===== src/sv/npc_pkg.sv =====
// ----------------------------------------------------------------------------
// npc_pkg
// Shared types, constants and the palette ROM for the nearest palette color
// core.
// ----------------------------------------------------------------------------
package npc_pkg;

    localparam int CHAN_W             = 8;
    localparam int SQ_W               = 2 * CHAN_W;
    localparam int DIST_W             = 18;
    localparam int IDX_W              = 5;
    localparam int ROM_ENTRIES        = 22;
    localparam int PALETTE_ENTRIES_DEF = 22;

    typedef struct packed {
        logic [CHAN_W-1:0] red;
        logic [CHAN_W-1:0] green;
        logic [CHAN_W-1:0] blue;
    } pixel_t;

    typedef struct packed {
        logic [IDX_W-1:0]  color_index;
        logic [DIST_W-1:0] distance_squared;
    } match_t;

    // Entry request from the sequencer to the distance unit
    typedef struct packed {
        logic             valid;
        logic             last;
        logic [IDX_W-1:0] index;
    } issue_t;

    // Finished distance from the distance unit
    typedef struct packed {
        logic              valid;
        logic              last;
        logic [IDX_W-1:0]  index;
        logic [DIST_W-1:0] dist_sq;
    } dist_t;

    typedef enum logic [1:0] {
        ST_IDLE,
        ST_SCAN,
        ST_DRAIN,
        ST_OUT
    } state_t;

    // Palette: white, black, maroon, red, pink, brown, orange, coral, olive,
    // yellow, beige, lime, green, mint, teal, cyan, navy, blue, purple,
    // lavender, magenta, grey. Teal and navy share the same color.
    function automatic pixel_t palette_rom(input logic [IDX_W-1:0] idx);
        pixel_t c;
        case (idx)
            5'd0:    c = '{8'd255, 8'd255, 8'd255};
            5'd1:    c = '{8'd0,   8'd0,   8'd0  };
            5'd2:    c = '{8'd128, 8'd0,   8'd0  };
            5'd3:    c = '{8'd255, 8'd0,   8'd0  };
            5'd4:    c = '{8'd255, 8'd200, 8'd220};
            5'd5:    c = '{8'd170, 8'd110, 8'd40 };
            5'd6:    c = '{8'd255, 8'd150, 8'd0  };
            5'd7:    c = '{8'd255, 8'd215, 8'd180};
            5'd8:    c = '{8'd128, 8'd128, 8'd0  };
            5'd9:    c = '{8'd255, 8'd235, 8'd0  };
            5'd10:   c = '{8'd255, 8'd250, 8'd200};
            5'd11:   c = '{8'd190, 8'd255, 8'd0  };
            5'd12:   c = '{8'd0,   8'd190, 8'd0  };
            5'd13:   c = '{8'd170, 8'd255, 8'd195};
            5'd14:   c = '{8'd0,   8'd0,   8'd128};
            5'd15:   c = '{8'd100, 8'd255, 8'd255};
            5'd16:   c = '{8'd0,   8'd0,   8'd128};
            5'd17:   c = '{8'd67,  8'd133, 8'd255};
            5'd18:   c = '{8'd130, 8'd0,   8'd150};
            5'd19:   c = '{8'd230, 8'd190, 8'd255};
            5'd20:   c = '{8'd255, 8'd0,   8'd255};
            5'd21:   c = '{8'd128, 8'd128, 8'd128};
            default: c = '{8'd0,   8'd0,   8'd0  };
        endcase
        return c;
    endfunction

endpackage


===== src/sv/npc_dist_unit.sv =====
// ----------------------------------------------------------------------------
// npc_dist_unit
// Shared two-stage distance unit: squares the channel differences to one
// palette entry, then sums them. Accepts one entry per cycle.
// ----------------------------------------------------------------------------
module npc_dist_unit
(
    input  logic            clk,
    input  logic            rst_n,
    input  npc_pkg::pixel_t sample,
    input  npc_pkg::issue_t issue,
    output npc_pkg::dist_t  result
);

    npc_pkg::pixel_t              entry;
    logic [npc_pkg::CHAN_W-1:0]   dr;
    logic [npc_pkg::CHAN_W-1:0]   dg;
    logic [npc_pkg::CHAN_W-1:0]   db;

    logic                         s1_valid_reg;
    logic                         s1_last_reg;
    logic [npc_pkg::IDX_W-1:0]    s1_index_reg;
    logic [npc_pkg::SQ_W-1:0]     sq_r_reg;
    logic [npc_pkg::SQ_W-1:0]     sq_g_reg;
    logic [npc_pkg::SQ_W-1:0]     sq_b_reg;

    logic                         s2_valid_reg;
    logic                         s2_last_reg;
    logic [npc_pkg::IDX_W-1:0]    s2_index_reg;
    logic [npc_pkg::DIST_W-1:0]   dist_reg;
    logic [npc_pkg::DIST_W-1:0]   dist_next;

    assign entry = npc_pkg::palette_rom(issue.index);
    assign dr = (sample.red   > entry.red)   ? sample.red   - entry.red
                                             : entry.red   - sample.red;
    assign dg = (sample.green > entry.green) ? sample.green - entry.green
                                             : entry.green - sample.green;
    assign db = (sample.blue  > entry.blue)  ? sample.blue  - entry.blue
                                             : entry.blue  - sample.blue;

    assign dist_next = npc_pkg::DIST_W'(sq_r_reg) + npc_pkg::DIST_W'(sq_g_reg)
                     + npc_pkg::DIST_W'(sq_b_reg);

    always_ff @(posedge clk or negedge rst_n)
    begin
        if (!rst_n)
        begin
            s1_valid_reg <= 1'b0;
            s2_valid_reg <= 1'b0;
        end
        else
        begin
            s1_valid_reg <= issue.valid;
            s2_valid_reg <= s1_valid_reg;
        end
    end

    always_ff @(posedge clk)
    begin
        s1_last_reg  <= issue.last;
        s1_index_reg <= issue.index;
        sq_r_reg     <= npc_pkg::SQ_W'(dr) * npc_pkg::SQ_W'(dr);
        sq_g_reg     <= npc_pkg::SQ_W'(dg) * npc_pkg::SQ_W'(dg);
        sq_b_reg     <= npc_pkg::SQ_W'(db) * npc_pkg::SQ_W'(db);
        s2_last_reg  <= s1_last_reg;
        s2_index_reg <= s1_index_reg;
        dist_reg     <= dist_next;
    end

    assign result.valid   = s2_valid_reg;
    assign result.last    = s2_last_reg;
    assign result.index   = s2_index_reg;
    assign result.dist_sq = dist_reg;

endmodule


===== src/sv/npc_ctrl.sv =====
// ----------------------------------------------------------------------------
// npc_ctrl
// Sequencer: takes a sample, walks the palette through the distance unit,
// keeps the running minimum and holds the result word until it is taken.
// ----------------------------------------------------------------------------
module npc_ctrl
#(
    parameter int PALETTE_ENTRIES = npc_pkg::PALETTE_ENTRIES_DEF
)
(
    input  logic            clk,
    input  logic            rst_n,
    input  npc_pkg::pixel_t sample,
    input  logic            sample_valid,
    output logic            sample_ready,
    output npc_pkg::match_t match,
    output logic            match_valid,
    input  logic            match_ready,
    output npc_pkg::pixel_t held_sample,
    output npc_pkg::issue_t issue,
    input  npc_pkg::dist_t  result
);

    localparam int SCAN_COUNT = (PALETTE_ENTRIES > npc_pkg::ROM_ENTRIES)
                              ? npc_pkg::ROM_ENTRIES : PALETTE_ENTRIES;
    localparam logic [npc_pkg::IDX_W-1:0] LAST_IDX = npc_pkg::IDX_W'(SCAN_COUNT - 1);

    npc_pkg::state_t              state_reg;
    npc_pkg::state_t              state_next;
    logic [npc_pkg::IDX_W-1:0]    idx_reg;
    logic [npc_pkg::IDX_W-1:0]    idx_next;
    npc_pkg::pixel_t              sample_reg;
    logic [npc_pkg::IDX_W-1:0]    best_idx_reg;
    logic [npc_pkg::DIST_W-1:0]   best_dist_reg;
    logic                         take_best;

    // Next state
    always_comb
    begin
        state_next = state_reg;
        case (state_reg)
            npc_pkg::ST_IDLE:
            begin
                if (sample_valid)
                    state_next = npc_pkg::ST_SCAN;
            end
            npc_pkg::ST_SCAN:
            begin
                if (idx_reg == LAST_IDX)
                    state_next = npc_pkg::ST_DRAIN;
            end
            npc_pkg::ST_DRAIN:
            begin
                if (result.valid && result.last)
                    state_next = npc_pkg::ST_OUT;
            end
            npc_pkg::ST_OUT:
            begin
                if (match_ready)
                    state_next = npc_pkg::ST_IDLE;
            end
            default: state_next = npc_pkg::ST_IDLE;
        endcase
    end

    // Outputs
    always_comb
    begin
        sample_ready = 1'b0;
        match_valid  = 1'b0;
        issue.valid  = 1'b0;
        issue.last   = (idx_reg == LAST_IDX);
        issue.index  = idx_reg;
        case (state_reg)
            npc_pkg::ST_IDLE:  sample_ready = 1'b1;
            npc_pkg::ST_SCAN:  issue.valid  = 1'b1;
            npc_pkg::ST_DRAIN: ;
            npc_pkg::ST_OUT:   match_valid  = 1'b1;
            default: ;
        endcase
    end

    assign idx_next    = (state_reg == npc_pkg::ST_SCAN) ? idx_reg + 1'b1 : '0;

    // First entry always seeds the minimum; later ones replace only if strictly closer
    assign take_best = result.valid
                    && ((result.index == '0) || (result.dist_sq < best_dist_reg));

    always_ff @(posedge clk or negedge rst_n)
    begin
        if (!rst_n)
        begin
            state_reg <= npc_pkg::ST_IDLE;
            idx_reg   <= '0;
        end
        else
        begin
            state_reg <= state_next;
            idx_reg   <= idx_next;
        end
    end

    always_ff @(posedge clk)
    begin
        if (sample_valid && sample_ready)
            sample_reg <= sample;
        if (take_best)
        begin
            best_idx_reg  <= result.index;
            best_dist_reg <= result.dist_sq;
        end
    end

    assign held_sample            = sample_reg;
    assign match.color_index      = best_idx_reg;
    assign match.distance_squared = best_dist_reg;

endmodule


===== src/sv/nearest_palette_color_core.sv =====
// ----------------------------------------------------------------------------
// nearest_palette_color_core
// Nearest palette color match of an RGB sample by squared Euclidean distance.
// ----------------------------------------------------------------------------
// One sample word in, one match word out. The core holds the sample, feeds
// one palette entry per cycle into a two-stage square-and-sum distance unit
// and keeps the running minimum (earliest entry wins ties). The walk covers
// min(PALETTE_ENTRIES, 22) ROM entries, and the match follows the last one
// out of the unit's two stages; sample_ready stays low from accept until
// the match word is taken, so a new sample is not accepted before the
// match of the last one has been taken.
module nearest_palette_color_core
#(
    parameter int PALETTE_ENTRIES = npc_pkg::PALETTE_ENTRIES_DEF
)
(
    input  logic            clk,
    input  logic            rst_n,
    input  npc_pkg::pixel_t sample,
    input  logic            sample_valid,
    output logic            sample_ready,
    output npc_pkg::match_t match,
    output logic            match_valid,
    input  logic            match_ready
);

    npc_pkg::pixel_t held_sample;
    npc_pkg::issue_t issue;
    npc_pkg::dist_t  result;

    npc_ctrl #(
        .PALETTE_ENTRIES (PALETTE_ENTRIES)
    ) u_ctrl (
        .clk          (clk),
        .rst_n        (rst_n),
        .sample       (sample),
        .sample_valid (sample_valid),
        .sample_ready (sample_ready),
        .match        (match),
        .match_valid  (match_valid),
        .match_ready  (match_ready),
        .held_sample  (held_sample),
        .issue        (issue),
        .result       (result)
    );

    npc_dist_unit u_dist (
        .clk    (clk),
        .rst_n  (rst_n),
        .sample (held_sample),
        .issue  (issue),
        .result (result)
    );

endmodule

===== config.mk =====
export PLATFORM = sky130hd
export DESIGN_NAME = nearest_palette_color_core
export DESIGN_NICKNAME = d
export VERILOG_FILES = /design/src/sv/npc_pkg.sv /design/src/sv/npc_dist_unit.sv /design/src/sv/npc_ctrl.sv /design/src/sv/nearest_palette_color_core.sv
export SDC_FILE = /design/constraint.sdc
export NUM_CORES = 1
export LEC_CHECK = 0
export ABC_AREA = 1
export BUFFER_PORTS_ARGS = -buffer_cell sky130_fd_sc_hd__buf_4
export CAP_MARGIN = 20
export CORE_AREA = 4 4 151 153
export DETAILED_ROUTE_END_ITERATION = 10
export DIE_AREA = 0 0 155 157
export GPL_TIMING_DRIVEN = 0
export PLACE_DENSITY = 0.93
export SETUP_SLACK_MARGIN = 0.05
export SKIP_CTS_REPAIR_TIMING = 1
export SLEW_MARGIN = 5
export SYNTH_ARGS = -nofsm -noshare
export SYNTH_HDL_FRONTEND = slang
export SYNTH_SLANG_ARGS = --single-unit
export TNS_END_PERCENT = 5

===== constraint.sdc =====
create_clock -name clk -period 8.1 [get_ports clk]
set_clock_uncertainty 0.2 [all_clocks]
set_input_delay 0.81 -clock clk [delete_from_list [all_inputs] [get_ports clk]]
set_output_delay 0.81 -clock clk [all_outputs]
set_load 0.02 [all_outputs]

==> summary.md, run 1 <==
The run finished with clean final reports. Subtracting the final worst setup slack from the clock period gives 7.61 ns. The number of standard cells after synthesis came out at 1,805.

Buffers inserted during clock tree synthesis total 17. The largest single stage delay on the critical path is 0.55 ns. met2 is the most crowded layer. The first TritonRoute pass finished after 5 iterations. After Yosys synthesis, full adders, half adders and majority gates account for 30.3% of the synthesized area. The number of remaining DRC errors is 0.

The number of top-level design ports is 53, and the compound-cell area share of the yosys netlist is 8.20%. Once the floorplan was initialized, standard cells occupied 63.1% of the core. The floorplan has 54 rows.

The proportion of layout cells with a drive suffix above 1 was 8.56%. Entering global routing, the biggest net connects 25 pins. The die outline width is 155 µm. Counting flops with an async set or reset pin after synthesis yields a share of 6.87%. The repair_antennas step left the layout with diodes totalling 0. Clock tree synthesis found a total of 131 sinks. The number of nets with antenna violations after routing was 0.

For this run, the leading register cell type out of synthesis is sky130_fd_sc_hd__dfxtp_1. Along the worst path, the maximum fanout reaches 9. The kind of cell with the highest combined delay on the critical path is adder cells.

The logs give 8.20 ns for the critical path data required time and 0 for the final number of hold-violating endpoints. The number of enable-type register cells in the synthesized netlist was 47. Setup repair after global routing could not meet its margin everywhere. The tools report the relative slew slack as 38.0%. The arrival time at the worst endpoint came out at 7.71 ns. For this run, the number of Yosys warnings is 0.

The via count of the first global-routing pass is 11.9k, and the fraction of synthesized cell area taken by the top area cell type is 18.2%. TritonCTS built the clock tree. sky130_fd_sc_hd__ha_1 takes more of the synthesized area than any other cell. Count of buffering cells on the critical path with inverters included: 8. For the peak clock frequency supported by timing, the log shows 0.131 GHz. Dividing the detail-routed wire length by the instance count gives 14.0 µm. Summing the sequential cell areas from Yosys gives 23.1% of the chip area.

Core area: 21,600 µm². The logs give 52,600 µm for the global-route wire length before repair and 25.9% for the global-route total usage across every layer. The cell type with the highest occurrence count on the critical path is sky130_fd_sc_hd__nand2_1.

The register with the most flip-flops in the layout has 24 of them. The cell type of the slowest stage on the worst timing path is sky130_fd_sc_hd__fa_1. The detailed-route vias per instance was 5.41.

Share of the clock period used by the worst path after layout: 93.9%. Number of buffers on the longest clock path: 2. Cell chosen for the clock root: sky130_fd_sc_hd__clkbuf_16.

By area the synthesized netlist is led by sky130_fd_sc_hd__ha_1, sky130_fd_sc_hd__fa_1, sky130_fd_sc_hd__dfxtp_1, sky130_fd_sc_hd__nand2_1, sky130_fd_sc_hd__inv_1. Relative to the synthesized area, the layout overhead comes to 10.2%. The min-delay analysis places its worst path in the category reg2reg. For this run, global-route usage on met1 was measured as 30.2%.

The tools report the number of DRC markers in iteration 0 as 745. Setup violations remaining at the end of the flow were counted as 0. Multiplexer share of the synthesized area: 0%. For the clock latency at the later pin of the worst-skew pair, the log shows 0.43 ns. By startpoint and endpoint, the worst setup path is classified as reg2reg. The nature of the critical path endpoint was a flip-flop.

The transition time at the pin with the least slew margin is 0.929 ns, and the number of maximum-capacitance violations is 0. Leaving out fill and tap cells, the most frequent cells in the layout are sky130_fd_sc_hd__nand2_1, sky130_fd_sc_hd__inv_1, sky130_fd_sc_hd__ha_1. The xor-xnor portion of the synthesized cell area is 4.64%, and the setup TNS is 0 ns.

The die covers 24,300 µm². The netlist uses 42 different library cells. Level count of the clock H-tree: 4. Cell area after technology mapping: 13,600 µm². The run gives 30,500 µm as the routed wire length.

The synthesized flop and latch total came out at 131. The run gives 0.947 as the final estimated routing congestion in global placement. The library cell used most frequently in the layout, excluding fill and tap cells, is sky130_fd_sc_hd__nand2_1. The detailed-placement wirelength estimate came out at 24,300 µm. For the global-route track usage on met3, the log shows 3.96%.

The clock edge transition at the registers on the reported setup and hold paths is 0.06 ns. The average instance in the mapped netlist occupies 7.53 µm². The die height is 157 µm.

Buffers placed on the I/O ports in this run total 52. The net count of the finished layout is 2,187. Sort of element at the start of the critical path: a flip-flop. Global routing used 47.8% of the available met2 tracks.

After synthesis, the largest family of logic cells by area is adder cells. The post-synthesis share of cell area spent on and, or, nand and nor gates is 22.4%, and the max-slew violation total from the final report is 0. For the number of antenna violations at the first check in global routing, the log shows 0. The routed layout has 11.7k vias.

Total overflow reported by the global router: 0.
==> layout make-up <==
type | instances | area, µm²
Buffer | 17 | 80.1
Clock buffer | 17 | 425
Clock inverter | 15 | 173
Fill cell | 1646 | 6570
Inverter | 388 | 1460
Multi-Input combinational cell | 1270 | 8940
Sequential cell | 131 | 3140
Tap cell | 280 | 350
Timing Repair Buffer | 54 | 415
==> metrics by stage <==
stage / cells / cell area, µm² / setup slack (ns) / utilization (%) / hold WS, ns
after detailed placement: 2139 / 14400 / 0.393 / 66.6 / 0.112
after global placement: 2138 / 14300 / 0.500 / 66.5 / 0.111
after CTS: 2171 / 15000 / 0.301 / 69.4 / -0.0191
after global routing: 2172 / 15000 / 0.0373 / 69.5 / 0.135
after floorplan: 1806 / 13600 / 1.41 / - / 0.110
final: 2172 / 15000 / 0.494 / 69.5 / 0.127
==> cells in the mapped netlist, types with 3 or more instances <==
| master | n |
|---|---|
| sky130_fd_sc_hd__o21bai_1 | 8 |
| sky130_fd_sc_hd__or2_2 | 3 |
| sky130_fd_sc_hd__nand2_4 | 9 |
| sky130_fd_sc_hd__nor2_2 | 9 |
| sky130_fd_sc_hd__edfxtp_1 | 47 |
| sky130_fd_sc_hd__a21oi_1 | 90 |
| sky130_fd_sc_hd__o211ai_1 | 3 |
| sky130_fd_sc_hd__xor2_1 | 49 |
| sky130_fd_sc_hd__a21boi_0 | 9 |
| sky130_fd_sc_hd__nor2_1 | 157 |
| sky130_fd_sc_hd__o22ai_1 | 3 |
| sky130_fd_sc_hd__nand3b_1 | 4 |
| sky130_fd_sc_hd__dfrtp_1 | 9 |
| sky130_fd_sc_hd__nor2_4 | 3 |
| sky130_fd_sc_hd__inv_2 | 9 |
| sky130_fd_sc_hd__a31oi_1 | 7 |
| sky130_fd_sc_hd__nand2_2 | 27 |
| sky130_fd_sc_hd__inv_1 | 377 |
| sky130_fd_sc_hd__xnor2_1 | 23 |
| sky130_fd_sc_hd__dfxtp_1 | 75 |
| sky130_fd_sc_hd__and3_1 | 3 |
| sky130_fd_sc_hd__nand4_1 | 12 |
| sky130_fd_sc_hd__nand2_1 | 396 |
| sky130_fd_sc_hd__a21o_1 | 9 |
| sky130_fd_sc_hd__fa_1 | 82 |
| sky130_fd_sc_hd__ha_1 | 198 |
| sky130_fd_sc_hd__clkbuf_1 | 9 |
| sky130_fd_sc_hd__buf_2 | 6 |
| sky130_fd_sc_hd__o2111ai_1 | 3 |
| sky130_fd_sc_hd__nor3_1 | 7 |
| sky130_fd_sc_hd__o21ai_1 | 4 |
| sky130_fd_sc_hd__nand3_1 | 83 |
| sky130_fd_sc_hd__o21ai_0 | 58 |
==> worst reg2reg max path: cells and delay by family (launching register included) <==
kind / cells / cell delay, ns
DFF: 1 / 0.46
adders and majority gates: 8 / 3.40
xor gates and xnor gates: 1 / 0.16
buffers and inverters: 8 / 0.91
AOI/OAI and AO/OA: 6 / 1.01
and+or+nand+nor: 12 / 1.33
==> routing by layer <==
metal | up-vias | wire length [µm]
li1 | 5767 | -
met1 | 5491 | 12100
met2 | 390 | 15800
met3 | 93 | 1530
met4 | 0 | 1130
met5 | - | 0
==> worst paths after layout <==
kind,start,to,slack [ns],cells after the start
max,u_ctrl.idx_reg[0]$_DFF_PN0_,u_dist.sq_r_reg[11]$_DFF_P_,0.49,35
min reg2reg,u_dist.s1_index_reg[0]$_DFF_P_,u_dist.s2_index_reg[0]$_DFF_P_,0.13,0
min,u_dist.s1_index_reg[0]$_DFF_P_,u_dist.s2_index_reg[0]$_DFF_P_,0.13,0
max reg2reg,u_ctrl.idx_reg[0]$_DFF_PN0_,u_dist.sq_r_reg[11]$_DFF_P_,0.49,35
min in group asynchronous,rst_n,u_ctrl.idx_reg[1]$_DFF_PN0_,0.53,2
max in group asynchronous,rst_n,u_ctrl.state_reg[0]$_DFFE_PN0P_,7.03,2
==> logic make-up after synthesis <==
group | after synthesis
and+or+nand+nor | 716
buffers and inverters | 405
adders and majority gates | 280
AOI/OAI and AO/OA | 200
DFF | 131
xor gates and xnor gates | 72
other | 1
Power of run 1 is left out: the tool's default activity adds up to more than one toggle a clock period on the data nets, which glitch-free logic cannot reach.
==> inputs of run 2 (changes only) <==
CORE_AREA = 4 4 150 152   (was 4 4 151 153)
CTS_BUF_LIST = sky130_fd_sc_hd__clkbuf_4 sky130_fd_sc_hd__clkbuf_8   (was default)
DIE_AREA = 0 0 154 156   (was 0 0 155 157)
PLACE_DENSITY = 0.92   (was 0.93)
TNS_END_PERCENT = 1   (was 5)
==> run 2 against run 1 <==
Against the previous run:
- via count fell by 0.83%
- final cell count is 0.23% lower
- sequential cell count stayed put
- maximum frequency increased by 0.45%
- clock-buffer cell count up 3
- critical endpoint is now u_dist.sq_b_reg[13]$_DFF_P_
- highest routed layer unchanged
==> summary.md, run 2 (synthesis gave the netlist of run 1 again) <==
The number of flip-flops under the largest register name works out to 24 (unchanged). Setup repair after global routing could not meet its margin everywhere. The tools report the number of top-level design ports as 53 (unchanged).

The tools report the number of DRC markers in iteration 0 as 734 (was 745). The cell type of the slowest stage on the worst timing path is sky130_fd_sc_hd__fa_1 (unchanged). The cell chosen for the clock root was sky130_fd_sc_hd__clkbuf_8 (was sky130_fd_sc_hd__clkbuf_16).

Max-slew violation total from the final report: 0 (unchanged). TritonCTS built the clock tree. The number of buffers on the longest clock path was 2 (unchanged). The cell type with the highest occurrence count on the critical path is sky130_fd_sc_hd__nand2_1 (unchanged).

The number of antenna violations at the first check in global routing is 0 (unchanged), and the global-route total usage across every layer is 25.0% (was 25.9%). The share of the clock period used by the worst path after layout is 93.5% (was 93.9%). The startpoint of the most critical setup path was u_ctrl.idx_reg[0]$_DFF_PN0_ (unchanged). The final number of hold-violating endpoints is 0 (unchanged), and the arrival time at the worst endpoint is 7.71 ns (about the same). The run gives 0 (unchanged) as the total overflow reported by the global router. The logs give 8.24 ns (was 8.20 ns) for the critical path data required time and 0.132 GHz (was 0.131 GHz) for the peak clock frequency supported by timing.

The proportion of layout cells with a drive suffix above 1 was 8.46% (was 8.56%). The number of nets in the layout was 2,187 (unchanged); the core area was 21,000 µm² (was 21,600 µm²). The initial core utilization is 64.7% (was 63.1%), and the full die area is 24,000 µm² (was 24,300 µm²). For the final setup slack of the worst path, the log shows 0.528 ns (was 0.494 ns).

The flip-flop and latch area was 3140 µm² (unchanged). The number of nets with antenna violations after routing is 0 (unchanged). For the clock sink total, the log shows 131 (unchanged).

The tools report the routed wire length as 29,500 µm (was 30,500 µm). The fill cell instance count of the final layout is 1,555 (was 1,646). Total via count after detailed routing: 11.6k (was 11.7k). The detailed-placement wirelength estimate came out at 24,000 µm (was 24,300 µm). The commonest non-fill, non-tap cell in the layout is sky130_fd_sc_hd__nand2_1 (unchanged). The final count of negative-setup-slack endpoints came out at 0 (unchanged). For the clock latency at the later pin of the worst-skew pair, the log shows 0.46 ns (was 0.43 ns).

The die outline width came out at 154 µm (was 155 µm). The transition time at the pin with the least slew margin is 0.903 ns (was 0.929 ns). The tools report the final antenna diode count as 0 (unchanged). The run gives 50,500 µm (was 52,600 µm) as the global-route wire length before repair.

Most frequent cells in the layout: sky130_fd_sc_hd__nand2_1, sky130_fd_sc_hd__inv_1, sky130_fd_sc_hd__ha_1 (unchanged). The number of maximum-capacitance violations was 0 (unchanged); the setup TNS was 0 ns (unchanged). The tools report the sort of element at the start of the critical path as a flip-flop (unchanged). Clock edge transition at the registers on the reported setup and hold paths: 0.09 ns (was 0.06 ns).

The detailed-route vias per instance came out at 5.37 (was 5.41). The run gives 8930 µm² (was 8940 µm²) as the footprint of the multi-input gates. The number of detailed-routing iterations run before antenna repair came out at 8 (was 5). The number of CTS-inserted buffers is 17 (unchanged). The shortest clock period the worst path allows after layout was 7.57 ns (was 7.61 ns). The number of remaining DRC errors is 0 (unchanged). The pre-CTS setup slack was 0.363 ns (was 0.393 ns). The tools report the start point of the worst hold path as u_dist.s1_index_reg[0]$_DFF_P_ (unchanged). The largest net degree at the start of global routing is 25 (unchanged), and the minimum hold slack is 0.133 ns (was 0.127 ns).

The kind of critical path is reg2reg (unchanged). The via count of the first global-routing pass was 11.7k (was 11.9k); the count of port buffers added during placement was 52 (unchanged). The tools report the relative slew slack as 39.8% (was 38.0%).

The die height is 156 µm (was 157 µm), and the synthesis-to-finish area growth is 8.73% (was 10.2%). The tools report the number of placement rows as 53 (was 54). For the level count of the clock H-tree, the log shows 4 (unchanged).

The largest stage delay on the critical path came out at 0.55 ns (about the same). Nature of the critical path endpoint: a flip-flop (unchanged). The reg-to-reg startpoint was u_ctrl.idx_reg[0]$_DFF_PN0_ (unchanged). The run finished with clean final reports.

The mean routed wirelength per cell is 13.6 µm (was 14.0 µm). Kind of path behind the tightest hold check: reg2reg (unchanged). The final estimated routing congestion in global placement is 0.967 (was 0.947), and the maximum fanout along the worst path is 9 (unchanged).
==> run 2: changes by cell type in the layout (fill, tap and decap cells not counted), moves of 2 or more <==
cell                        previous run  this run
sky130_fd_sc_hd__clkbuf_8              0        19
sky130_fd_sc_hd__clkbuf_16            17         0
sky130_fd_sc_hd__clkinv_4              5         2
sky130_fd_sc_hd__inv_4                 2         4
==> run 2: final timing paths <==
path,to,slack (ns),cells after the start
setup reg to reg,u_dist.sq_b_reg[13]$_DFF_P_,0.53,35
min in group asynchronous,u_ctrl.idx_reg[1]$_DFF_PN0_,0.50,2
hold reg to reg,u_dist.s2_index_reg[0]$_DFF_P_,0.13,0
setup / recovery,u_dist.sq_b_reg[13]$_DFF_P_,0.53,35
hold / removal,u_dist.s2_index_reg[0]$_DFF_P_,0.13,0
max in group asynchronous,u_ctrl.state_reg[0]$_DFFE_PN0P_,7.07,2
==> run 2: area by class of cell <==
class                   count  share of cell area (%)
multi-input cells        1270                    60.4
flip-flops and latches    131                    21.2
inverters                 388                    9.89
repair buffers             54                    2.81
well taps                 275                    2.33
clock buffers              20                    1.82
clock inverters            12                   0.973
plain buffers              17                   0.542
==> run 2: metrics by stage <==
step           area (µm²)  util (%)  std cells
2_1_floorplan       13600         -       1806
3_3_place_gp        14300      68.2       2133
3_5_place_dp        14400      68.3       2134
4_1_cts             14800      70.2       2166
5_1_grt             14800      70.3       2167
6_report            14800      70.3       2167
==> run 2: worst max-delay path, delay by kind of cell, from the launching register on <==
kind	cells	cell delay, ns
adders and majority gates	7	2.87
and+or+nand+nor	15	1.59
AOI/OAI and AO/OA	4	1.26
buffers and inverters	9	1.08
DFF	1	0.45
==> run 2: layer usage <==
| layer | vias to the layer above | GRT usage [%] | wire [µm] |
|---|---|---|---|
| met4 | 0 | 8.83 | 831 |
| met2 | 405 | 48.1 | 15400 |
| li1 | 5766 | - | - |
| met3 | 71 | 3.11 | 1530 |
| met5 | - | 0 | 0 |
| met1 | 5402 | 28.5 | 11700 |
Power of run 2 is left out for the same reason.
==> inputs of run 3 (changes only) <==
GPL_TIMING_DRIVEN = default   (was 0)
==> run 3 against run 2 <==
Against the previous run:
- worst hold slack got worse by 0.0037 ns
- die area did not move
- final cell count fell by 0.78%
- maximum frequency rose by 1.5%
- largest cell class unchanged
==> summary.md, run 3 (synthesis gave the netlist of run 1 again) <==
The tools report the cell chosen for the clock root as sky130_fd_sc_hd__clkbuf_8 (unchanged). The setup TNS came out at 0 ns (unchanged). The number of detailed-routing iterations run before antenna repair is 9 (was 8), and the synthesis-to-finish area growth is 7.81% (was 8.73%). The clock latency at the later pin of the worst-skew pair came out at 0.46 ns (about the same).

The shortest clock period the worst path allows after layout was 7.46 ns (was 7.57 ns). The maximum fanout along the worst path came out at 12 (was 9). Total via count after detailed routing: 11.6k (about the same). The number of nets with antenna violations after routing was 0 (unchanged). The transition time at the pin with the least slew margin was 0.874 ns (was 0.903 ns). The die outline width is 154 µm (unchanged). Peak clock frequency supported by timing: 0.134 GHz (was 0.132 GHz). Number of remaining DRC errors: 0 (unchanged).

The commonest non-fill, non-tap cell in the layout is sky130_fd_sc_hd__nand2_1 (unchanged). For the number of top-level design ports, the log shows 53 (unchanged). The run gives 0.639 ns (was 0.528 ns) as the final setup slack of the worst path.

The cell type of the slowest stage on the worst timing path is sky130_fd_sc_hd__dfrtp_1 (was sky130_fd_sc_hd__fa_1). The number of CTS-inserted buffers came out at 17 (unchanged). The die height came out at 156 µm (unchanged).

The critical path data required time was 8.24 ns (about the same). Total overflow reported by the global router: 0 (unchanged). The largest stage delay on the critical path is 0.60 ns (was 0.55 ns), and the detailed-placement wirelength estimate is 23,800 µm (was 24,000 µm). Most frequent cells in the layout: sky130_fd_sc_hd__nand2_1, sky130_fd_sc_hd__inv_1, sky130_fd_sc_hd__ha_1 (unchanged). The mean routed wirelength per cell was 13.7 µm (was 13.6 µm); the core area was 21,000 µm² (unchanged). The number of flip-flops under the largest register name came out at 24 (unchanged). The global-route wire length before repair is 50,900 µm (was 50,500 µm). The kind of critical path was reg2reg (unchanged). The tools report the flip-flop and latch area as 3140 µm² (unchanged). Clock sink total: 131 (unchanged). Kind of path behind the tightest hold check: reg2reg (unchanged). The detailed-route vias per instance was 5.38 (was 5.37). The cell type with the highest occurrence count on the critical path was sky130_fd_sc_hd__nand2_1 (unchanged). The fill cell instance count of the final layout was 1,574 (was 1,555).

The final count of negative-setup-slack endpoints was 0 (unchanged). The run finished with clean final reports. The relative slew slack was 41.7% (was 39.8%); the arrival time at the worst endpoint was 7.60 ns (was 7.71 ns).

The share of the clock period used by the worst path after layout is 92.1% (was 93.5%), and the number of nets in the layout is 2,170 (was 2,187). For the final antenna diode count, the log shows 0 (unchanged). The run gives 64.7% (unchanged) as the initial core utilization. The run gives 4 (unchanged) as the level count of the clock H-tree. TritonCTS built the clock tree. The largest net degree at the start of global routing was 25 (unchanged). The tools report the final number of hold-violating endpoints as 0 (unchanged). The full die area is 24,000 µm² (unchanged). Pre-CTS setup slack: 0.760 ns (was 0.363 ns). The max-slew violation total from the final report came out at 0 (unchanged). Number of buffers on the longest clock path: 2 (unchanged). The clock edge transition at the registers on the reported setup and hold paths was 0.09 ns (about the same).

The tools report the nature of the critical path endpoint as a flip-flop (unchanged). The proportion of layout cells with a drive suffix above 1 was 7.89% (was 8.46%); the footprint of the multi-input gates was 8920 µm² (was 8930 µm²). The logs give 1 (was 0) for the number of antenna violations at the first check in global routing and 53 (unchanged) for the number of placement rows. The count of port buffers added during placement is 52 (unchanged), and the via count of the first global-routing pass is 11.7k (about the same). Sort of element at the start of the critical path: a flip-flop (unchanged).

The run gives 0 (unchanged) as the number of maximum-capacitance violations. The logs give 29,500 µm (about the same) for the routed wire length and 0.976 (was 0.967) for the final estimated routing congestion in global placement. The global-route total usage across every layer was 25.2% (was 25.0%); the number of DRC markers in iteration 0 was 743 (was 734). Setup repair after global routing left no endpoint under its margin.
run 3: worst paths after layout:
| kind | startpoint | end | slack (ns) | cells after the start |
|---|---|---|---|---|
| setup / recovery | u_ctrl.idx_reg[0]$_DFF_PN0_ | u_dist.sq_r_reg[11]$_DFF_P_ | 0.64 | 34 |
| min in group asynchronous | rst_n | u_ctrl.idx_reg[0]$_DFF_PN0_ | 0.50 | 2 |
| hold reg to reg | u_dist.s1_index_reg[2]$_DFF_P_ | u_dist.s2_index_reg[2]$_DFF_P_ | 0.13 | 0 |
| max in group asynchronous | rst_n | u_dist.s2_valid_reg$_DFF_PN0_ | 7.06 | 2 |
| setup reg to reg | u_ctrl.idx_reg[0]$_DFF_PN0_ | u_dist.sq_r_reg[11]$_DFF_P_ | 0.64 | 34 |
| hold / removal | u_dist.s1_index_reg[2]$_DFF_P_ | u_dist.s2_index_reg[2]$_DFF_P_ | 0.13 | 0 |
run 3: final cells by class:
| class | count | area share [%] |
|---|---|---|
| well taps | 275 | 2.35 |
| repair buffers | 54 | 2.78 |
| clock buffers | 17 | 1.60 |
| clock inverters | 15 | 1.01 |
| multi-input cells | 1270 | 60.9 |
| inverters | 388 | 9.97 |
| flip-flops and latches | 131 | 21.4 |
run 3: through the flow:
| stage | util (%) | hold WS (ns) | instance area [µm²] | std cells |
|---|---|---|---|---|
| after floorplan | - | 0.110 | 13600 | 1806 |
| after global placement | 67.9 | 0.110 | 14300 | 2117 |
| after detailed placement | 67.9 | 0.112 | 14300 | 2117 |
| after CTS | 69.7 | -0.0586 | 14600 | 2149 |
| after global routing | 69.7 | 0.138 | 14700 | 2150 |
| final | 69.7 | 0.130 | 14700 | 2150 |
run 3: routing by layer:
metal  up-vias  GRT usage, %  share of wire [%]
li1       5737             -                  -
met1      5360          29.2                 40
met2       389          46.8                 52
met3        75          4.13                5.5
met4         2          9.21                2.9
met5         -             0              0.044
run 3: critical path, delay by kind of cell (launching register included):
family	cells	cell delay (ns)
adders and majority gates	8	3.40
AOI/OAI and AO/OA	6	1.00
xor gates and xnor gates	1	0.15
buffers and inverters	7	0.66
and+or+nand+nor	12	1.31
DFF	1	0.60
Power of run 3 is left out for the same reason.
